--- src/rtl/ppq_pkg.sv ---
// Shared types and codes for the priority process queue.
package ppq_pkg;

  // Operation codes carried on in_kind
  localparam logic [1:0] KIND_APPEND   = 2'd0;
  localparam logic [1:0] KIND_INSERT   = 2'd1;
  localparam logic [1:0] KIND_POP_HEAD = 2'd2;
  localparam logic [1:0] KIND_POP_BEST = 2'd3;

  // One stored process entry
  typedef struct packed {
    logic [15:0] id;
    logic [7:0]  pri;
    logic [15:0] exec_time;
  } entry_t;

  // Command applied to every cell in the same cycle
  typedef enum logic [2:0] {
    CMD_HOLD,
    CMD_APPEND,
    CMD_POP_HEAD,
    CMD_INSERT,
    CMD_REMOVE
  } cell_cmd_t;

  // What a search token does as it walks the chain
  typedef enum logic [1:0] {
    SW_INSERT,
    SW_MAX,
    SW_SELECT
  } sweep_mode_t;

  // Broadcast control from the sequencer to all cells
  typedef struct packed {
    cell_cmd_t   cmd;
    sweep_mode_t mode;
    entry_t      new_entry;
  } cell_ctrl_t;

  // Contents a cell shows to its neighbors
  typedef struct packed {
    logic   valid;
    logic   after;
    entry_t data;
  } cell_link_t;

  // Search token handed from cell to cell, one hop per cycle
  typedef struct packed {
    logic   act;
    logic   found;
    logic [7:0] key;
    entry_t data;
  } sweep_t;

endpackage

--- src/rtl/ppq_cell.sv ---
// One queue slot: stored entry, search token stage and shift logic.
module ppq_cell (
  input  logic               clk,
  input  logic               rst_n,
  input  ppq_pkg::cell_ctrl_t ctrl,
  input  ppq_pkg::cell_link_t prev_i,
  input  ppq_pkg::cell_link_t next_i,
  input  ppq_pkg::sweep_t     sw_i,
  output ppq_pkg::cell_link_t link_o,
  output ppq_pkg::sweep_t     sw_o
);

  logic            valid_r, valid_nxt;
  logic            after_r;
  ppq_pkg::entry_t data_r, data_nxt;
  ppq_pkg::sweep_t sw_r, sw_nxt;
  logic            mark;
  logic            lower;
  logic            match;

  // Evaluate the passing token against this slot
  always_comb begin
    lower  = valid_r && (data_r.pri < sw_i.key);
    match  = valid_r && (data_r.pri == sw_i.key);
    case (ctrl.mode)
      ppq_pkg::SW_INSERT: mark = !sw_i.found && (!valid_r || lower);
      ppq_pkg::SW_SELECT: mark = !sw_i.found && match;
      default:            mark = 1'b0;
    endcase
    sw_nxt       = sw_i;
    sw_nxt.found = sw_i.found || mark;
    if (mark) begin
      sw_nxt.data = data_r;
    end
    if (ctrl.mode == ppq_pkg::SW_MAX && valid_r && data_r.pri > sw_i.key) begin
      sw_nxt.key = data_r.pri;
    end
  end

  // Apply the broadcast command using neighbor contents and the broadcast entry
  always_comb begin
    valid_nxt = valid_r;
    data_nxt  = data_r;
    case (ctrl.cmd)
      ppq_pkg::CMD_APPEND: begin
        if (!valid_r && prev_i.valid) begin
          valid_nxt = 1'b1;
          data_nxt  = ctrl.new_entry;
        end
      end
      ppq_pkg::CMD_POP_HEAD: begin
        valid_nxt = next_i.valid;
        data_nxt  = next_i.data;
      end
      ppq_pkg::CMD_INSERT: begin
        if (after_r && !prev_i.after) begin
          valid_nxt = 1'b1;
          data_nxt  = ctrl.new_entry;
        end else if (after_r) begin
          valid_nxt = prev_i.valid;
          data_nxt  = prev_i.data;
        end
      end
      ppq_pkg::CMD_REMOVE: begin
        if (after_r) begin
          valid_nxt = next_i.valid;
          data_nxt  = next_i.data;
        end
      end
      default: begin
        valid_nxt = valid_r;
        data_nxt  = data_r;
      end
    endcase
  end

  // Hold control state and payload
  always_ff @(posedge clk) begin
    if (!rst_n) begin
      valid_r  <= 1'b0;
      after_r  <= 1'b0;
      sw_r.act <= 1'b0;
    end else begin
      valid_r  <= valid_nxt;
      sw_r.act <= sw_nxt.act;
      if (sw_i.act) begin
        after_r <= sw_nxt.found;
      end
    end
    data_r     <= data_nxt;
    sw_r.found <= sw_nxt.found;
    sw_r.key   <= sw_nxt.key;
    sw_r.data  <= sw_nxt.data;
  end

  assign link_o.valid = valid_r;
  assign link_o.after = after_r;
  assign link_o.data  = data_r;
  assign sw_o         = sw_r;

endmodule

--- src/rtl/priority_process_queue.sv ---
// Top level: ordered process queue built from a chain of slot cells.
//
//   channel  direction  handshake            ports
//   in       input      start high, busy low in_kind, in_process_id, in_priority_req, in_exec_time
//   out      output     out_valid, 1 cycle   out_found, out_rejected_full, out_id,
//                                            out_priority, out_time, out_occupancy
//
// Append, pop head, and any rejected or empty operation: result the next cycle.
// Sorted insert: one search token walks the chain one slot per cycle.
// Pop best: one walk finds the top priority, a second finds its slot.
// Reset (rst_n low, synchronous) empties the queue; slot contents stay undefined.
// The result strobe cannot be stalled; busy is low whenever a result is shown.
module priority_process_queue #(
  parameter int DEPTH = 16
) (
  input  logic        clk,
  input  logic        rst_n,
  input  logic        start,
  output logic        busy,
  input  logic [1:0]  in_kind,
  input  logic [15:0] in_process_id,
  input  logic [7:0]  in_priority_req,
  input  logic [15:0] in_exec_time,
  output logic        out_valid,
  output logic        out_found,
  output logic        out_rejected_full,
  output logic [15:0] out_id,
  output logic [7:0]  out_priority,
  output logic [15:0] out_time,
  output logic [4:0]  out_occupancy
);

  localparam int CW = $clog2(DEPTH + 1);

  typedef enum logic [0:0] {
    ST_IDLE,
    ST_SWEEP
  } state_t;

  state_t                state_r, state_nxt;
  ppq_pkg::sweep_mode_t  mode_r, mode_nxt;
  logic                  inject_r, inject_nxt;
  logic [7:0]            key_r, key_nxt;
  ppq_pkg::entry_t       new_r, new_nxt;
  logic [CW-1:0]         count_r, count_nxt;
  logic                  out_valid_r, out_valid_nxt;
  logic                  out_found_r, out_found_nxt;
  logic                  out_rej_r, out_rej_nxt;
  ppq_pkg::entry_t       out_data_r, out_data_nxt;
  logic [4:0]            out_occ_r, out_occ_nxt;
  logic [CW+4:0]         occ_ext;
  logic                  full;
  logic                  empty;
  ppq_pkg::cell_ctrl_t   ctrl;
  ppq_pkg::cell_link_t   link    [DEPTH];
  ppq_pkg::cell_link_t   prev_in [DEPTH];
  ppq_pkg::cell_link_t   next_in [DEPTH];
  ppq_pkg::sweep_t       sw_out  [DEPTH];
  ppq_pkg::sweep_t       sw_in   [DEPTH];
  ppq_pkg::sweep_t       sw_end;
  ppq_pkg::entry_t       in_entry;

  assign full     = (count_r == CW'(DEPTH));
  assign empty    = (count_r == '0);
  assign sw_end   = sw_out[DEPTH-1];
  assign in_entry = '{id: in_process_id, pri: in_priority_req, exec_time: in_exec_time};

  // Chain of cells with neighbor links and token hand-off
  for (genvar i = 0; i < DEPTH; i++) begin : g_cell
    if (i == 0) begin : g_head
      assign prev_in[i] = '{valid: 1'b1, after: 1'b0, data: '0};
      assign sw_in[i].act   = inject_r;
      assign sw_in[i].found = 1'b0;
      assign sw_in[i].key   = (mode_r == ppq_pkg::SW_MAX) ? 8'd0 :
                              (mode_r == ppq_pkg::SW_SELECT) ? key_r : new_r.pri;
      assign sw_in[i].data  = '0;
    end else begin : g_body
      assign prev_in[i] = link[i-1];
      assign sw_in[i]   = sw_out[i-1];
    end
    if (i == DEPTH - 1) begin : g_tail
      assign next_in[i] = '{valid: 1'b0, after: 1'b0, data: '0};
    end else begin : g_inner
      assign next_in[i] = link[i+1];
    end

    ppq_cell u_cell (
      .clk    (clk),
      .rst_n  (rst_n),
      .ctrl   (ctrl),
      .prev_i (prev_in[i]),
      .next_i (next_in[i]),
      .sw_i   (sw_in[i]),
      .link_o (link[i]),
      .sw_o   (sw_out[i])
    );
  end

  // Decode the word and sequence the searches
  always_comb begin
    state_nxt      = state_r;
    mode_nxt       = mode_r;
    inject_nxt     = 1'b0;
    key_nxt        = key_r;
    new_nxt        = new_r;
    count_nxt      = count_r;
    out_valid_nxt  = 1'b0;
    out_found_nxt  = 1'b0;
    out_rej_nxt    = 1'b0;
    out_data_nxt   = '0;
    ctrl.cmd       = ppq_pkg::CMD_HOLD;
    ctrl.mode      = mode_r;
    ctrl.new_entry = new_r;
    case (state_r)
      ST_IDLE: begin
        if (start) begin
          out_valid_nxt = 1'b1;
          case (in_kind)
            ppq_pkg::KIND_APPEND: begin
              if (full) begin
                out_rej_nxt = 1'b1;
              end else begin
                ctrl.cmd       = ppq_pkg::CMD_APPEND;
                ctrl.new_entry = in_entry;
                count_nxt      = count_r + CW'(1);
                out_found_nxt  = 1'b1;
              end
            end
            ppq_pkg::KIND_INSERT: begin
              if (full) begin
                out_rej_nxt = 1'b1;
              end else begin
                out_valid_nxt = 1'b0;
                new_nxt       = in_entry;
                mode_nxt      = ppq_pkg::SW_INSERT;
                inject_nxt    = 1'b1;
                state_nxt     = ST_SWEEP;
              end
            end
            ppq_pkg::KIND_POP_HEAD: begin
              if (!empty) begin
                ctrl.cmd      = ppq_pkg::CMD_POP_HEAD;
                count_nxt     = count_r - CW'(1);
                out_found_nxt = 1'b1;
                out_data_nxt  = link[0].data;
              end
            end
            default: begin
              if (!empty) begin
                out_valid_nxt = 1'b0;
                mode_nxt      = ppq_pkg::SW_MAX;
                inject_nxt    = 1'b1;
                state_nxt     = ST_SWEEP;
              end
            end
          endcase
        end
      end
      ST_SWEEP: begin
        if (sw_end.act) begin
          case (mode_r)
            ppq_pkg::SW_MAX: begin
              key_nxt    = sw_end.key;
              mode_nxt   = ppq_pkg::SW_SELECT;
              inject_nxt = 1'b1;
            end
            ppq_pkg::SW_INSERT: begin
              ctrl.cmd      = ppq_pkg::CMD_INSERT;
              count_nxt     = count_r + CW'(1);
              out_valid_nxt = 1'b1;
              out_found_nxt = 1'b1;
              state_nxt     = ST_IDLE;
            end
            default: begin
              ctrl.cmd      = ppq_pkg::CMD_REMOVE;
              count_nxt     = count_r - CW'(1);
              out_valid_nxt = 1'b1;
              out_found_nxt = 1'b1;
              out_data_nxt  = sw_end.data;
              state_nxt     = ST_IDLE;
            end
          endcase
        end
      end
      default: state_nxt = ST_IDLE;
    endcase
  end

  // Occupancy field is the count taken to five bits
  assign occ_ext     = {5'b0, count_nxt};
  assign out_occ_nxt = occ_ext[4:0];

  // Hold state and registered outputs
  always_ff @(posedge clk) begin
    if (!rst_n) begin
      state_r     <= ST_IDLE;
      mode_r      <= ppq_pkg::SW_INSERT;
      inject_r    <= 1'b0;
      count_r     <= '0;
      out_valid_r <= 1'b0;
    end else begin
      state_r     <= state_nxt;
      mode_r      <= mode_nxt;
      inject_r    <= inject_nxt;
      count_r     <= count_nxt;
      out_valid_r <= out_valid_nxt;
    end
    key_r       <= key_nxt;
    new_r       <= new_nxt;
    out_found_r <= out_found_nxt;
    out_rej_r   <= out_rej_nxt;
    out_data_r  <= out_data_nxt;
    out_occ_r   <= out_occ_nxt;
  end

  assign busy              = (state_r != ST_IDLE);
  assign out_valid         = out_valid_r;
  assign out_found         = out_found_r;
  assign out_rejected_full = out_rej_r;
  assign out_id            = out_data_r.id;
  assign out_priority      = out_data_r.pri;
  assign out_time          = out_data_r.exec_time;
  assign out_occupancy     = out_occ_r;

  // A result word only appears once the sequencer is back to idle
  a_out_idle: assert property (@(posedge clk) disable iff (!rst_n)
    out_valid |-> !busy) else $error("result shown while busy");

  // A word never reports both success and rejection
  a_out_excl: assert property (@(posedge clk) disable iff (!rst_n)
    out_valid |-> !(out_found && out_rejected_full)) else $error("found and rejected");

  // Count never exceeds the number of slots
  a_count_max: assert property (@(posedge clk) disable iff (!rst_n)
    count_r <= CW'(DEPTH)) else $error("count overflow");

  // Rejection only happens with every slot taken
  a_rej_full: assert property (@(posedge clk) disable iff (!rst_n)
    out_valid && out_rejected_full |-> full) else $error("reject while not full");

  // Append and pop head show their result in the next cycle
  a_fast_ops: assert property (@(posedge clk) disable iff (!rst_n)
    start && !busy && (in_kind == ppq_pkg::KIND_APPEND || in_kind == ppq_pkg::KIND_POP_HEAD)
    |=> out_valid) else $error("fast op result missing");

endmodule
--- config.mk ---
export PLATFORM = sky130hd
export DESIGN_NAME = priority_process_queue
export DESIGN_NICKNAME = d
export VERILOG_FILES = /design/src/rtl/ppq_pkg.sv /design/src/rtl/ppq_cell.sv /design/src/rtl/priority_process_queue.sv
export SDC_FILE = /design/constraint.sdc
export NUM_CORES = 2
export LEC_CHECK = 0
export BUFFER_PORTS_ARGS = -buffer_cell sky130_fd_sc_hd__buf_2
export CORE_ASPECT_RATIO = 1.75
export CORE_MARGIN = 2
export CORE_UTILIZATION = 30
export DETAILED_ROUTE_END_ITERATION = 16
export SETUP_SLACK_MARGIN = 0.4
export SYNTH_ARGS = -nofsm -noshare
export SYNTH_HDL_FRONTEND = slang
export SYNTH_HIERARCHICAL = 1
export SYNTH_SLANG_ARGS = --single-unit
--- constraint.sdc ---
create_clock -name clk -period 13.65 [get_ports clk]
set_clock_uncertainty 0.1 [all_clocks]
set_input_delay 1.365 -clock clk [delete_from_list [all_inputs] [get_ports clk]]
set_output_delay 1.365 -clock clk [all_outputs]
set_load 0.1 [all_outputs]
* Word-level counts from Yosys, hierarchy flattened
Cells that the tools add are included.
Storage, ports and cells: bits in registers 1576, input bits 45, output and inout bits 49, logic and storage cells 791
Cells by class: add/subtract/negate cells 2, $lt $le $gt $ge 32, equal/unequal tests 79, multiplexer cells 256, bitwise operators 3, reduce and logical (&&, ||, !) cells 229
Operators with widths (count):
- 40-bit 2-to-1 mux | 87
- 40-bit case mux with 4 select lines | 16
- 8-bit 2-to-1 mux | 18
- 8-bit equality test | 16
- 8-bit > comparator | 16
- 8-bit < comparator | 16
- 1-bit logical AND | 124
- 40-bit case mux with 2 select lines | 1
- 1-bit 2-to-1 mux | 75
- 2-bit by 1-bit != test with 1-bit output, second input constant | 34
- 1-bit case mux with 4 select lines | 16
- 4-bit AND reduction | 16
- 1-bit logical NOT | 46
- 1-bit case mux with 2 select lines | 23
- 3-bit by 1-bit != test with 1-bit output, second input constant | 15
- 1-bit logical OR | 31
- 5-bit case mux with 2 select lines | 3
- 5-bit 2-to-1 mux | 4
- 2-bit 2-to-1 mux | 7
- 2-bit case mux with 2 select lines | 3
- 3-bit case mux with 2 select lines | 2
- 3-bit AND reduction | 3
- 3-bit by 2-bit equality test with 1-bit output, second input constant | 2
- 2-bit != test, second input constant | 3
- 17 further kinds | 24

* Depth between registers and ports, before layout
word-level depth 8, gate-level depth with buffers 13, mapped depth without buffers 10

* Cells and area by module
Netlist, hierarchy kept.
By module, submodules not included:
- ppq_cell at g_cell[14].u_cell ... | times used 11, cells each 300, area an instance 4015.1 um^2, seq. area each 2242.2 um^2
- ppq_cell at g_cell[0].u_cell ... | times used 5, cells each 300, area an instance 4008.8 um^2, seq. area each 2242.2 um^2
- priority_process_queue | times used 1, cells each 376, area an instance 4845.9 um^2, seq. area each 2582.5 um^2

* Worst setup path before layout
No wires, ideal clock.
path kind in2reg, start point input in_kind[1], end point register g_cell[0].u_cell.data_r (netlist bit g_cell[0].u_cell/link_o[0]) (enable), setup time 0.497 ns, arrival 9.900 ns, data required time 13.053 ns, path slack 3.153 ns, cell stages on the path 6, path through buf_4 inv_2 or3_1 o21ai_0 a21oi_1 o21ai_0
RTL lines:
- start: declaration | line priority_process_queue.sv:20 | input logic [1:0] in_kind,
- end signal: assignment | line ppq_cell.sv:90 | data_r <= data_nxt;
- end: declaration | line ppq_cell.sv:15 | ppq_pkg::entry_t data_r, data_nxt;

==> run_results.csv <==
group,metric,value,unit
clocking,max-clock-path-buffers,4,
clocking,cts.hold.buffers_added,0,
floorplan,core-area,229400,um2
clocking,tritoncts_clock_tree,"done",
sta,slew_limit_fails,0,
grt,grt-ovfl-total,0,
floorplan,initial_core_utilization,30.08,%
sta,report.final.setup_viol,0,
floorplan,die_area,234100,um2
logic_synthesis,number_of_warning_messages_in_the_yosys_log,6,
power_and_ir_drop,power.static_leakage,0.03280,uW
detailed_routing,drc,0,
finish,layout.filler_cells,22466,
detailed_routing,drt.antenna.violating_nets,0,
critical_path,path_max_fanout,52,
finish,multi_input_comb_area,26760,um2
critical_path,data_arrival_time_at_the_worst_slack_endpoint,6.31,ns
sta,finalHoldWorstSlack,0.3118,ns
logic_synthesis,syn-instance-count,5173,
grt,wire_length_of_the_first_global_routing_pass,355600,um
clocking,post-cts-setup-buffers,0,
grt,initial_antenna_violation_count,14,
power_and_ir_drop,ir_drop,0.09111,mV
critical_path,worst-endpoint-required,13.98,ns
clocking,clock_buffers_created_by_tritoncts,145,
detailed_routing,avgViaCountPerCell,5.571,
floorplan,dieWidth,366.6,um
detailed_routing,drt_pass1_iterations,11,
detailed_routing,vias,47330,
sta,slew-limit-headroom,1.423,%
logic_synthesis,syn-cell-area,69020,um2
critical_path,r2r_slack,7.67,ns
sta,grt_setup_unrepaired,"no",
placement,place.gp.congestion,0.8950,
detailed_routing,drt-wirelength-per-cell,29.86,um
clocking,path_clk_slew,0.07,ns
sta,setup-tns-final,0,ns
critical_path,crit_path_start_kind,"register",
grt,number_of_global_route_vias_before_repair,48377,
detailed_routing,totalWireLength,253700,um
finish,syn2layout_area_growth,12.90,%
sta,achievable_freq,0.1673,GHz
flow_run,maxCapViolations,0,
finish,drive_gt1_share,25.55,%
critical_path,worst-setup-path-type,"register to register",
floorplan,chipHeight,638.5,um
clocking,clkSinkCount,1576,
sta,timing_worst_slew_pin_value,1.479,ns
min_path,worstHoldPathType,"register to register",
clocking,clock_latency,0.81,ns
sta,min_period,5.976,ns
clocking,cts-root-buf,"clkbuf_16",
placement,placement.io_buffers,93,
critical_path,worstSetupEndpointType,"register",
placement,dp_hpwl,167900,um
grt,grt_max_degree,53,
finish,number_of_nets_in_the_layout,5504,
floorplan,floorplan.rows,233,
clocking,cts.htree.levels,4,
sta,final_hold_violating_endpoints,0,
outcome,status,"complete, no violations",
finish,register_area,38440,um2
detailed_routing,drt_iter0_drc,7726,
grt,grt.total_usage,20.92,%
power_and_ir_drop,power_per_cell_area,148.4,nW/um2
floorplan,io_pins,94,
logic_synthesis,synth.avg_cell_area,13.34,um2
clocking,ctsResizeCount,0,
sta,final_min_period_over_clock_period,43.78,%
## critical path, cell delays in order, from the launching register on
cell and delay [ns]:
dfxtp_1 0.39, inv_1 0.14, ha_1 0.31, nand4bb_4 0.82, nand3_2 0.26, buf_4 0.57
nand2_4 0.61, buf_4 0.52, nor3b_1 0.58, o21ai_0 0.30, o21ai_4 0.36, buf_4 0.54
## cell usage in the layout, fill, tap and decap left out, drive strengths merged, types with 40 or more instances in the layout
cell and n:
a21oi 106, a222oi 640, a22o 64, buf 197
clkbuf 210, conb 130, dfxtp 888, edfxtp 688
ha 130, inv 833, mux2 888, nand2 73
nor2 98, nor3 40, o21ai 80
## state kept, by name (all words and copies together) (netlist names)
name / count
busy: 1
count_r: 5
out_valid: 1
inject_r: 1
g_cell.u_cell/sw_o: 799
out_id: 16
key_r: 8
out_priority: 8
out_occupancy: 5
mode_r: 2
out_found: 1
g_cell.u_cell/link_o: 640
out_time: 16
g_cell.u_cell/valid_r: 16
out_rejected_full: 1
g_cell.u_cell/after_r: 16
new_r: 40
## layer usage
layer	GRT usage (%)	up-vias	wire (um)
li1	-	19824	-
met5	0	-	31
met2	38.16	2669	130400
met1	20.59	23908	80630
met4	18.41	4	25120
met3	2.979	925	17430
## through the flow
stage                     utilization (%)  setup slack [ns]  power [uW]  cells  cell area, um2
after global placement              31.98             7.922        7548   8237           73380
after global routing                33.96             7.304       11870   8491           77920
after detailed placement            31.98             7.711        7572   8237           73380
after CTS                           33.96             7.665       11590   8487           77910
after floorplan                         -             3.153        6978   5301           69500
final                               33.97             7.674       11560   8496           77930
## layout make-up
| type | count | share of cell area (%) |
|---|---|---|
| diodes | 9 | 0.02890 |
| clock buffers | 210 | 5.433 |
| clock inverters | 40 | 0.3821 |
| inverters | 828 | 3.988 |
| multi-input cells | 2581 | 34.33 |
| flip-flops and latches | 1576 | 49.33 |
| well taps | 3055 | 4.905 |
| repair buffers | 197 | 1.599 |
## power breakdown
| group | internal (uW) | switching, uW |
|---|---|---|
| clock network | 2220 | 1820 |
| logic | 881 | 728 |
| registers | 5550 | 366 |
## worst paths after layout
kind,start,end,cells after the start
worst min-delay path,g_cell[15].u_cell/sw_o[44],key_r[4],0
worst min register to register,g_cell[15].u_cell/sw_o[44],key_r[4],0
worst max register to register,count_r[0],g_cell[15].u_cell/link_o[4],11
worst max-delay path,count_r[0],g_cell[15].u_cell/link_o[4],11
(Power assumes the default switching activity.)
